**config.mk**
```make
export PLATFORM = sky130hd
export DESIGN_NAME = delayed_comm_buffer_index
export DESIGN_NICKNAME = d
export VERILOG_FILES = /design/src/hw/rtl/dcbi_pkg.sv /design/src/hw/rtl/dcbi_ram.sv /design/src/hw/rtl/dcbi_div.sv /design/src/hw/rtl/delayed_comm_buffer_index.sv
export SDC_FILE = /design/constraint.sdc
export NUM_CORES = 2
export LEC_CHECK = 0
export ABC_AREA = 1
export BUFFER_PORTS_ARGS = -buffer_cell sky130_fd_sc_hd__buf_2
export CORE_MARGIN = 4
export CORE_UTILIZATION = 23
export DETAILED_ROUTE_END_ITERATION = 16
export PLACE_DENSITY_LB_ADDON = 0.12
export SYNTH_ARGS = -nofsm -noshare
export SYNTH_HDL_FRONTEND = slang
export SYNTH_SLANG_ARGS = --single-unit
```
**constraint.sdc**
```tcl
create_clock -name clk -period 7.8 [get_ports clk]
set_clock_uncertainty 0.15 [all_clocks]
set_input_delay 0.78 -clock clk [delete_from_list [all_inputs] [get_ports clk]]
set_output_delay 0.78 -clock clk [all_outputs]
set_load 0.02 [all_outputs]
```
**src/hw/rtl/dcbi_pkg.sv**
```systemverilog
`timescale 1ns / 1ps
// ----------------------------------------------------------------------------
// dcbi_pkg: shared types and constants
// Types, codes and widths used by the buffer index block.
// ----------------------------------------------------------------------------
package dcbi_pkg;

    localparam int MAX_WRITERS = 16;
    localparam int WID_W       = 4;
    localparam int CNT_W       = 5;

    typedef enum logic [1:0] {
        OP_LOAD  = 2'd0,
        OP_WRITE = 2'd1,
        OP_READ  = 2'd2,
        OP_NONE  = 2'd3
    } op_t;

    typedef enum logic [1:0] {
        REG_WRITER_COUNT = 2'd0,
        REG_BUFFER_SIZE  = 2'd1,
        REG_READER_PER   = 2'd2,
        REG_HYPERPERIOD  = 2'd3
    } reg_idx_t;

    typedef enum logic [3:0] {
        ST_IDLE,
        ST_OWN_RD,
        ST_OWN_WAIT,
        ST_TIME,
        ST_ENT_RD,
        ST_ENT_WAIT,
        ST_DIV_GO,
        ST_DIV_WAIT,
        ST_ACC,
        ST_MOD_GO,
        ST_MOD_WAIT,
        ST_DONE
    } state_t;

    typedef struct packed {
        logic [1:0]  operation;
        logic [3:0]  writer_id;
        logic [15:0] iteration;
        logic [15:0] entry_period;
        logic [15:0] entry_deadline;
    } in_item_t;

    typedef struct packed {
        logic [15:0] slot_index;
        logic [15:0] next_slot;
        logic        bad_writer;
        logic        negative_time;
    } out_item_t;

endpackage

```
**src/hw/rtl/dcbi_ram.sv**
```systemverilog
`timescale 1ns / 1ps
// ----------------------------------------------------------------------------
// dcbi_ram: generic single-port RAM
// One write or read port, read data registered.
// ----------------------------------------------------------------------------
module dcbi_ram #(
    parameter int WIDTH = 32,
    parameter int DEPTH = 16
) (
    input  logic                     clk,
    input  logic                     we,
    input  logic [$clog2(DEPTH)-1:0] addr,
    input  logic [WIDTH-1:0]         wdata,
    output logic [WIDTH-1:0]         rdata
);

    logic [WIDTH-1:0] mem [DEPTH];

    always_ff @(posedge clk)
    begin
        if (we)
        begin
            mem[addr] <= wdata;
        end
        rdata <= mem[addr];
    end

endmodule

```
**src/hw/rtl/dcbi_div.sv**
```systemverilog
`timescale 1ns / 1ps
// ----------------------------------------------------------------------------
// dcbi_div: restoring divider
// Unsigned 50 by 32 bit division, one quotient bit per cycle.
// ----------------------------------------------------------------------------
module dcbi_div (
    input  logic        clk,
    input  logic        rst_n,
    input  logic        go,
    input  logic [49:0] dividend,
    input  logic [31:0] divisor,
    output logic        done,
    output logic [49:0] quotient,
    output logic [31:0] remainder
);

    logic [49:0] q_reg;
    logic [31:0] d_reg;
    logic [32:0] r_reg;
    logic [5:0]  cnt_reg;
    logic        busy_reg;
    logic        done_reg;
    logic [32:0] trial;

    assign trial     = {r_reg[31:0], q_reg[49]};
    assign quotient  = q_reg;
    assign remainder = r_reg[31:0];
    assign done      = done_reg;

    always_ff @(posedge clk or negedge rst_n)
    begin
        if (!rst_n)
        begin
            busy_reg <= 1'b0;
            done_reg <= 1'b0;
            cnt_reg  <= '0;
        end
        else
        begin
            done_reg <= 1'b0;
            if (go)
            begin
                busy_reg <= 1'b1;
                cnt_reg  <= 6'd50;
            end
            else if (busy_reg)
            begin
                cnt_reg <= cnt_reg - 6'd1;
                if (cnt_reg == 6'd1)
                begin
                    busy_reg <= 1'b0;
                    done_reg <= 1'b1;
                end
            end
        end
    end

    always_ff @(posedge clk)
    begin
        if (go)
        begin
            q_reg <= dividend;
            d_reg <= divisor;
            r_reg <= '0;
        end
        else if (busy_reg)
        begin
            if (trial >= {1'b0, d_reg})
            begin
                r_reg <= trial - {1'b0, d_reg};
                q_reg <= {q_reg[48:0], 1'b1};
            end
            else
            begin
                r_reg <= trial;
                q_reg <= {q_reg[48:0], 1'b0};
            end
        end
    end

endmodule

```
**src/hw/rtl/delayed_comm_buffer_index.sv**
```systemverilog
`timescale 1ns / 1ps
// ----------------------------------------------------------------------------
// delayed_comm_buffer_index: shared buffer slot calculator
// Computes write and read slots of a delayed-communication message buffer.
// ----------------------------------------------------------------------------
// Usage. A command beat is taken at a clock edge where start is high and busy
// is low. Loads write one writer's period and deadline into the entry RAM.
// Write queries give the slot a writer's job fills; read queries give the
// current and next reader slots. Exactly one result beat follows each command,
// flagged by done for a single cycle; the receiver cannot stall it.
// Configuration is written through cfg_we / cfg_index / cfg_data; the user
// does so only while idle, as the block itself does not enforce this.
// A load, an unknown operation or a write query with a bad writer id goes
// straight from idle to the result state. A query reads each writer entry
// from the registered-read RAM and runs one 50-step restoring division per
// writer, then one more division for the modulo reduction, all on the shared
// serial divider. One command is in flight at a time.
// Reset returns the registers to a writer count of 1, a buffer size of 1, a
// reader period of 1 and a hyperperiod of 0, and leaves the entry RAM
// contents undefined.
// ----------------------------------------------------------------------------
module delayed_comm_buffer_index (
    input  logic                clk,
    input  logic                rst_n,
    input  logic                start,
    output logic                busy,
    input  dcbi_pkg::in_item_t  cmd,
    output logic                done,
    output dcbi_pkg::out_item_t result,
    input  logic                cfg_we,
    input  logic [1:0]          cfg_index,
    input  logic [31:0]         cfg_data
);

    import dcbi_pkg::*;

    // Configuration registers.
    logic [4:0]  wcount_reg;
    logic [15:0] bsize_reg;
    logic [15:0] rper_reg;
    logic [31:0] hyper_reg;

    always_ff @(posedge clk or negedge rst_n)
    begin
        if (!rst_n)
        begin
            wcount_reg <= 5'd1;
            bsize_reg  <= 16'd1;
            rper_reg   <= 16'd1;
            hyper_reg  <= '0;
        end
        else if (cfg_we)
        begin
            case (reg_idx_t'(cfg_index))
                REG_WRITER_COUNT: wcount_reg <= cfg_data[4:0];
                REG_BUFFER_SIZE:  bsize_reg  <= cfg_data[15:0];
                REG_READER_PER:   rper_reg   <= cfg_data[15:0];
                REG_HYPERPERIOD:  hyper_reg  <= cfg_data;
                default: ;
            endcase
        end
    end

    // Writers in use, limited to the table depth.
    logic [CNT_W-1:0] n_use;
    assign n_use = (wcount_reg > CNT_W'(MAX_WRITERS)) ? CNT_W'(MAX_WRITERS) : wcount_reg;

    state_t state_reg, state_next;

    in_item_t          item_reg;
    logic [WID_W-1:0]  j_reg, j_next;
    logic signed [49:0] t_reg, t_next;     // query time, signed
    logic signed [49:0] sum_reg, sum_next;
    logic [15:0]       own_per_reg, own_per_next;
    logic [15:0]       own_dl_reg, own_dl_next;
    logic [15:0]       per_reg, per_next;
    logic signed [49:0] gap_reg, gap_next;
    logic              neg_reg, neg_next;
    logic              bad_reg, bad_next;
    out_item_t         res_reg, res_next;
    logic              done_reg, done_next;
    logic              accept;

    // Marks that the modulo division has been launched.
    logic u_div_started_reg;

    // Entry RAM: {period, deadline}.
    logic              ram_we;
    logic [WID_W-1:0]  ram_addr;
    logic [31:0]       ram_wdata, ram_rdata;

    dcbi_ram #(.WIDTH(32), .DEPTH(MAX_WRITERS)) u_ram (
        .clk   (clk),
        .we    (ram_we),
        .addr  (ram_addr),
        .wdata (ram_wdata),
        .rdata (ram_rdata)
    );

    // Shared divider.
    logic        div_go, div_done;
    logic [49:0] div_a, div_q;
    logic [31:0] div_b, div_r;

    dcbi_div u_div (
        .clk       (clk),
        .rst_n     (rst_n),
        .go        (div_go),
        .dividend  (div_a),
        .divisor   (div_b),
        .done      (div_done),
        .quotient  (div_q),
        .remainder (div_r)
    );

    assign accept = start && (state_reg == ST_IDLE);
    assign busy   = (state_reg != ST_IDLE);
    assign done   = done_reg;
    assign result = res_reg;

    always_ff @(posedge clk or negedge rst_n)
    begin
        if (!rst_n)
        begin
            state_reg <= ST_IDLE;
            done_reg  <= 1'b0;
        end
        else
        begin
            state_reg <= state_next;
            done_reg  <= done_next;
        end
    end

    always_ff @(posedge clk)
    begin
        if (accept)
        begin
            item_reg <= cmd;
        end
        j_reg       <= j_next;
        t_reg       <= t_next;
        sum_reg     <= sum_next;
        own_per_reg <= own_per_next;
        own_dl_reg  <= own_dl_next;
        per_reg     <= per_next;
        gap_reg     <= gap_next;
        neg_reg     <= neg_next;
        bad_reg     <= bad_next;
        res_reg     <= res_next;
    end

    logic [15:0]       per_eff, own_eff;
    logic [49:0]       gap_mag;
    logic              exact;
    logic signed [49:0] q_signed;
    logic [15:0]       bs_eff;
    logic [31:0]       slot_w, slot_inc;

    assign per_eff  = (ram_rdata[31:16] == 16'd0) ? 16'd1 : ram_rdata[31:16];
    assign own_eff  = (own_per_reg == 16'd0) ? 16'd1 : own_per_reg;
    assign gap_mag  = gap_reg[49] ? 50'(-gap_reg) : 50'(gap_reg);
    assign exact    = (div_r == 32'd0);
    assign q_signed = gap_reg[49] ? -$signed(div_q) : $signed(div_q);
    assign bs_eff   = (bsize_reg == 16'd0) ? 16'd1 : bsize_reg;
    assign slot_w   = {16'd0, div_r[15:0]};

    always_comb
    begin
        state_next   = state_reg;
        j_next       = j_reg;
        t_next       = t_reg;
        sum_next     = sum_reg;
        own_per_next = own_per_reg;
        own_dl_next  = own_dl_reg;
        per_next     = per_reg;
        gap_next     = gap_reg;
        neg_next     = neg_reg;
        bad_next     = bad_reg;
        res_next     = res_reg;
        done_next    = 1'b0;
        ram_we       = 1'b0;
        ram_addr     = j_reg;
        ram_wdata    = {item_reg.entry_period, item_reg.entry_deadline};
        div_go       = 1'b0;
        div_a        = gap_mag;
        div_b        = {16'd0, per_reg};
        slot_inc     = '0;

        case (state_reg)
            ST_IDLE:
            begin
                if (accept)
                begin
                    j_next   = '0;
                    sum_next = '0;
                    neg_next = 1'b0;
                    bad_next = 1'b0;
                    case (op_t'(cmd.operation))
                        OP_LOAD:  state_next = ST_DONE;
                        OP_WRITE:
                        begin
                            if ({1'b0, cmd.writer_id} >= n_use)
                            begin
                                bad_next   = 1'b1;
                                state_next = ST_DONE;
                            end
                            else
                            begin
                                state_next = ST_OWN_RD;
                            end
                        end
                        OP_READ:
                        begin
                            // With no writers in use the sum is zero.
                            if (n_use == '0)
                            begin
                                state_next = ST_MOD_GO;
                            end
                            else
                            begin
                                state_next = ST_TIME;
                            end
                        end
                        default:  state_next = ST_DONE;
                    endcase
                end
            end
            ST_OWN_RD:
            begin
                ram_addr   = item_reg.writer_id;
                state_next = ST_OWN_WAIT;
            end
            ST_OWN_WAIT:
            begin
                own_per_next = ram_rdata[31:16];
                own_dl_next  = ram_rdata[15:0];
                state_next   = ST_TIME;
            end
            ST_TIME:
            begin
                if (op_t'(item_reg.operation) == OP_WRITE)
                begin
                    t_next = $signed(50'({16'd0, item_reg.iteration} * {16'd0, own_eff}))
                           + $signed(50'(own_dl_reg));
                end
                else
                begin
                    t_next = $signed(50'(hyper_reg))
                           + $signed(50'({16'd0, item_reg.iteration} * {16'd0, rper_reg}));
                end
                state_next = ST_ENT_RD;
            end
            ST_ENT_RD:
            begin
                state_next = ST_ENT_WAIT;
            end
            ST_ENT_WAIT:
            begin
                per_next   = per_eff;
                gap_next   = t_reg - $signed(50'(ram_rdata[15:0]));
                state_next = ST_DIV_GO;
            end
            ST_DIV_GO:
            begin
                div_go     = 1'b1;
                state_next = ST_DIV_WAIT;
            end
            ST_DIV_WAIT:
            begin
                if (div_done)
                begin
                    state_next = ST_ACC;
                end
            end
            ST_ACC:
            begin
                if (op_t'(item_reg.operation) == OP_WRITE)
                begin
                    if (!gap_reg[49])
                    begin
                        sum_next = sum_reg + $signed(div_q) + 50'sd1;
                    end
                    else
                    begin
                        neg_next = 1'b1;
                    end
                    if (j_reg >= item_reg.writer_id && exact)
                    begin
                        sum_next = sum_next - 50'sd1;
                    end
                end
                else
                begin
                    if (gap_reg[49])
                    begin
                        neg_next = 1'b1;
                    end
                    sum_next = sum_reg + q_signed + 50'sd1;
                end
                if ({1'b0, j_reg} + 5'd1 >= n_use)
                begin
                    state_next = ST_MOD_GO;
                end
                else
                begin
                    j_next     = j_reg + 1'b1;
                    state_next = ST_ENT_RD;
                end
            end
            ST_MOD_GO:
            begin
                gap_next   = sum_reg;
                per_next   = bs_eff;
                state_next = ST_MOD_WAIT;
            end
            ST_MOD_WAIT:
            begin
                // The divider runs on the magnitude; a negative sum is folded after.
                if (div_done)
                begin
                    if (gap_reg[49] && div_r != 32'd0)
                    begin
                        slot_inc = {16'd0, per_reg} - div_r;
                    end
                    else
                    begin
                        slot_inc = slot_w;
                    end
                    res_next.slot_index = slot_inc[15:0];
                    if (slot_inc[15:0] + 16'd1 >= per_reg)
                    begin
                        res_next.next_slot = '0;
                    end
                    else
                    begin
                        res_next.next_slot = slot_inc[15:0] + 16'd1;
                    end
                    if (op_t'(item_reg.operation) != OP_READ)
                    begin
                        res_next.next_slot = '0;
                    end
                    res_next.bad_writer    = 1'b0;
                    res_next.negative_time = neg_reg;
                    done_next  = 1'b1;
                    state_next = ST_IDLE;
                end
                else if (!u_div_started_reg)
                begin
                    div_go = 1'b1;
                end
            end
            ST_DONE:
            begin
                if (op_t'(item_reg.operation) == OP_LOAD)
                begin
                    ram_addr = item_reg.writer_id;
                    ram_we   = 1'b1;
                end
                res_next.slot_index    = '0;
                res_next.next_slot     = '0;
                res_next.bad_writer    = bad_reg;
                res_next.negative_time = 1'b0;
                done_next  = 1'b1;
                state_next = ST_IDLE;
            end
            default:
            begin
                state_next = ST_IDLE;
            end
        endcase
    end

    always_ff @(posedge clk or negedge rst_n)
    begin
        if (!rst_n)
        begin
            u_div_started_reg <= 1'b0;
        end
        else if (state_reg == ST_MOD_WAIT)
        begin
            u_div_started_reg <= 1'b1;
        end
        else
        begin
            u_div_started_reg <= 1'b0;
        end
    end

    // Assertions.
    a_done_pulse: assert property (@(posedge clk) disable iff (!rst_n)
        done |=> !done)
        else $error("done held longer than one cycle");

    a_no_accept_busy: assert property (@(posedge clk) disable iff (!rst_n)
        done |-> $past(busy))
        else $error("result without a command in flight");

    a_slot_range: assert property (@(posedge clk) disable iff (!rst_n)
        done |-> (result.slot_index < bs_eff))
        else $error("slot outside buffer");

endmodule
```
==> impl_metrics.yaml <==
placed_design:
  place_congestion: 0.880
  place_area_um2: 77900
  io_buffer_count: 127
  placed_cells: 12300
  hpwl_mm: 206
critical_path:
  rrSetupSlack_ns: 0.73
  ff2ff_path_depth: 21
  worstPathArrival_ns: 7.40
  endpoint_kind: "register"
  critPathRequiredTime_ns: 8.14
  cp-start-kind: "register"
  path_max_fanout: 15
  path_class: "register to register"
die:
  core_area_um2: 312000
  die_w_um: 567
  start_util: 0.231
  core.rowCount: 205
  die_area_um2: 322000
  die_h_um: 567
  io_pins: 128
sta:
  finalSetupTns_ns: 0
  grt_setup_unrepaired: "false"
  worst_pin_slew_ns: 1.20
  fmax_mhz: 141
  hold_viol_final: 0
  fin_crit_sh: 0.906
  fin_crit_ns: 7.07
  drv_slew: 0
  finalSetupViolCount: 0
  slew_headroom: 0.201
run_status:
  status: "completed"
run:
  maxCapViolations: 0
cts:
  htree_levels: 3
  cts.sinks: 1000
  cts.root.buffer_cell: "clkbuf_16"
  clockBufferDepth: 3
  clock_latency_ns: 0.79
  cts_tree: "built"
  postCtsSetupBuffers: 0
  clkTransAtPathRegs_ns: 0.06
  cts_buffers: 120
  cts_hold_buf: 44
  cts_resized: 0
cells_and_area:
  final_area_um2: 82400
  syn2layout_area_growth_pct: 14.5
  drive_above_1_share: 0.0698
  final_util: 0.264
  fin_nets: 9290
  layout.cells.non_filler: 12600
  largest_reg_flops: 512
yosys:
  avgSynthCellArea_um2: 8.75
  syn-cell-area_um2: 72000
  synth_edf_count: 853
  seq_area_frac_synth: 0.403
  synth_ff_type: "edfxtp_1"
  ys_ff_latch: 1000
  synth_fp_nets: 9152
  ys_warn_count: 0
  async_reset_ff_frac: 0.0830
  synth_cell_types: 72
  synth_cells: 8222
routing:
  wirelength_mm: 269
  drt_pass1_iterations: 8
  ant_nets: 0
  routedWlPerCell_um: 21.3
  drc: 0
  vias_per_cell: 4.48
  via_count: 56600
  drt_iter0_drc: 4392
grt:
  grt_pass1_vias: 57000
  gr-total-overflow: 0
  top_usage_layer: "met2"
  grtUsageTotal: 0.163
  met2_usage: 0.263
  antenna_found_initial: 22
  grt_start_max_net_pins: 130
  grt_first_pass_wirelength_mm: 393
  grtUsageMet3: 0.0264
  met1_usage: 0.230
min_path:
  hold_path.class: "input pin to register"
  hold_depth: 1
-- cells by family after synthesis --
logic type	Yosys count	share of synthesized area
AOI/OAI and AO/OA	1360	0.110
xor gates and xnor gates	190	0.0231
adders and majority gates	838	0.192
buffers and inverters	1822	0.0960
DFF	1000	0.403
muxes	12	0.00186
and+or+nand+nor	3000	0.174
-- through the flow --
| stage | setup slack [ns] | hold slack [ns] |
|---|---|---|
| after detailed placement | 0.683 | 0.277 |
| after floorplan | 1.71 | 0.258 |
| final | 0.732 | 0.0638 |
| after CTS | 0.656 | 0.00123 |
| after global placement | 0.728 | 0.272 |
| after global routing | 0.338 | 0.0117 |
-- layout by cell type (no fill, tap or decap), types with 117 or more instances in the layout --
cell,Yosys,routed
clkbuf_16,0,121
a22oi_1,257,257
nand2_1,1833,1830
nor2_1,552,525
xor2_1,117,117
nand3_1,292,291
o21ai_0,385,384
buf_2,30,126
ha_1,396,396
fa_1,442,442
edfxtp_1,853,853
a21oi_1,486,486
inv_1,1524,1523
-- final timing paths --
check / start / to
setup / recovery: item_reg[42]$_DFFE_PP_ / t_reg[24]$_DFFE_PP_
hold / removal: cmd[28] / item_reg[28]$_DFFE_PP_
setup reg to reg: item_reg[42]$_DFFE_PP_ / t_reg[24]$_DFFE_PP_
hold reg to reg: u_ram.rdata[5]$_DFF_P_ / own_dl_reg[5]$_DFFE_PP_
max in group asynchronous: rst_n / hyper_reg[2]$_DFFE_PN0P_
min in group asynchronous: rst_n / rper_reg[14]$_DFFE_PN0P_
-- worst max-delay path, cell delays in order, from the launching register on --
cell      delay [ns]
edfxtp_1        0.99
nand2_1         0.19
fa_1            0.59
inv_1           0.06
fa_1            0.56
inv_1           0.07
fa_1            0.48
fa_1            0.56
inv_1           0.07
fa_1            0.49
fa_1            0.42
ha_1            0.38
a21oi_1         0.17
inv_1           0.07
a21oi_1         0.21
inv_1           0.08
nand2_1         0.07
nand2_1         0.13
a21boi_0        0.39
o21ai_0         0.19
o21ai_0         0.32
o21ai_0         0.15
-- cell usage after synthesis, types with 4 or more instances --
| cell type | count | area share |
|---|---|---|
| nand2_1 | 1833 | 0.096 |
| inv_1 | 1524 | 0.080 |
| edfxtp_1 | 853 | 0.36 |
| nor2_1 | 552 | 0.029 |
| a21oi_1 | 486 | 0.034 |
| fa_1 | 442 | 0.12 |
| ha_1 | 396 | 0.069 |
| o21ai_0 | 385 | 0.027 |
| nand3_1 | 292 | 0.020 |
| a22oi_1 | 257 | 0.027 |
| clkbuf_1 | 226 | 0.012 |
| xor2_1 | 117 | 0.014 |
| dfrtp_1 | 80 | 0.028 |
| xnor2_1 | 73 | 0.0089 |
| nand4_1 | 70 | 0.0061 |
| a31oi_1 | 66 | 0.0057 |
| dfxtp_1 | 64 | 0.018 |
| nor3_1 | 56 | 0.0039 |
| or2_2 | 50 | 0.0043 |
| nor4_1 | 48 | 0.0042 |
| or4_1 | 34 | 0.0035 |
| buf_2 | 30 | 0.0021 |
| o211ai_1 | 22 | 0.0023 |
| o21bai_1 | 22 | 0.0023 |
| nor2_2 | 21 | 0.0018 |
| o21ai_1 | 18 | 0.0013 |
| o22ai_1 | 18 | 0.0016 |
| buf_1 | 17 | 0.00089 |
| o21a_1 | 16 | 0.0017 |
| a21o_1 | 14 | 0.0015 |
| a21boi_0 | 11 | 0.0011 |
| inv_2 | 11 | 0.00057 |
| mux2_2 | 11 | 0.0017 |
| clkinv_1 | 8 | 0.00042 |
| nor3_2 | 8 | 0.0011 |
| o21ai_2 | 7 | 0.00085 |
| nand2_2 | 6 | 0.00052 |
| nand3b_1 | 6 | 0.00063 |
| o31ai_1 | 5 | 0.00052 |
| a211oi_1 | 4 | 0.00042 |
| and2_1 | 4 | 0.00035 |
| nand3_2 | 4 | 0.00056 |
| nor2_4 | 4 | 0.00063 |
-- per-layer routing --
metal / share of wire / routed length (um)
met1: 0.47 / 127000
met2: 0.46 / 123000
met3: 0.050 / 13400
met4: 0.021 / 5740
met5: 0.000026 / 7
-- cell type report --
| type | count | area, um^2 |
|---|---|---|
| antenna | 21 | 52.6 |
| clock buffer | 156 | 3170 |
| clock inverter | 64 | 786 |
| fill | 33600 | 229000 |
| inverter | 1546 | 5820 |
| multi-input combinational | 5400 | 36300 |
| sequential | 1000 | 29000 |
| tap | 4140 | 5180 |
| timing repair buffer | 292 | 2120 |
Power is not shown: default switching activity piles up to over one toggle a cycle in this logic, so the estimate is an artifact.
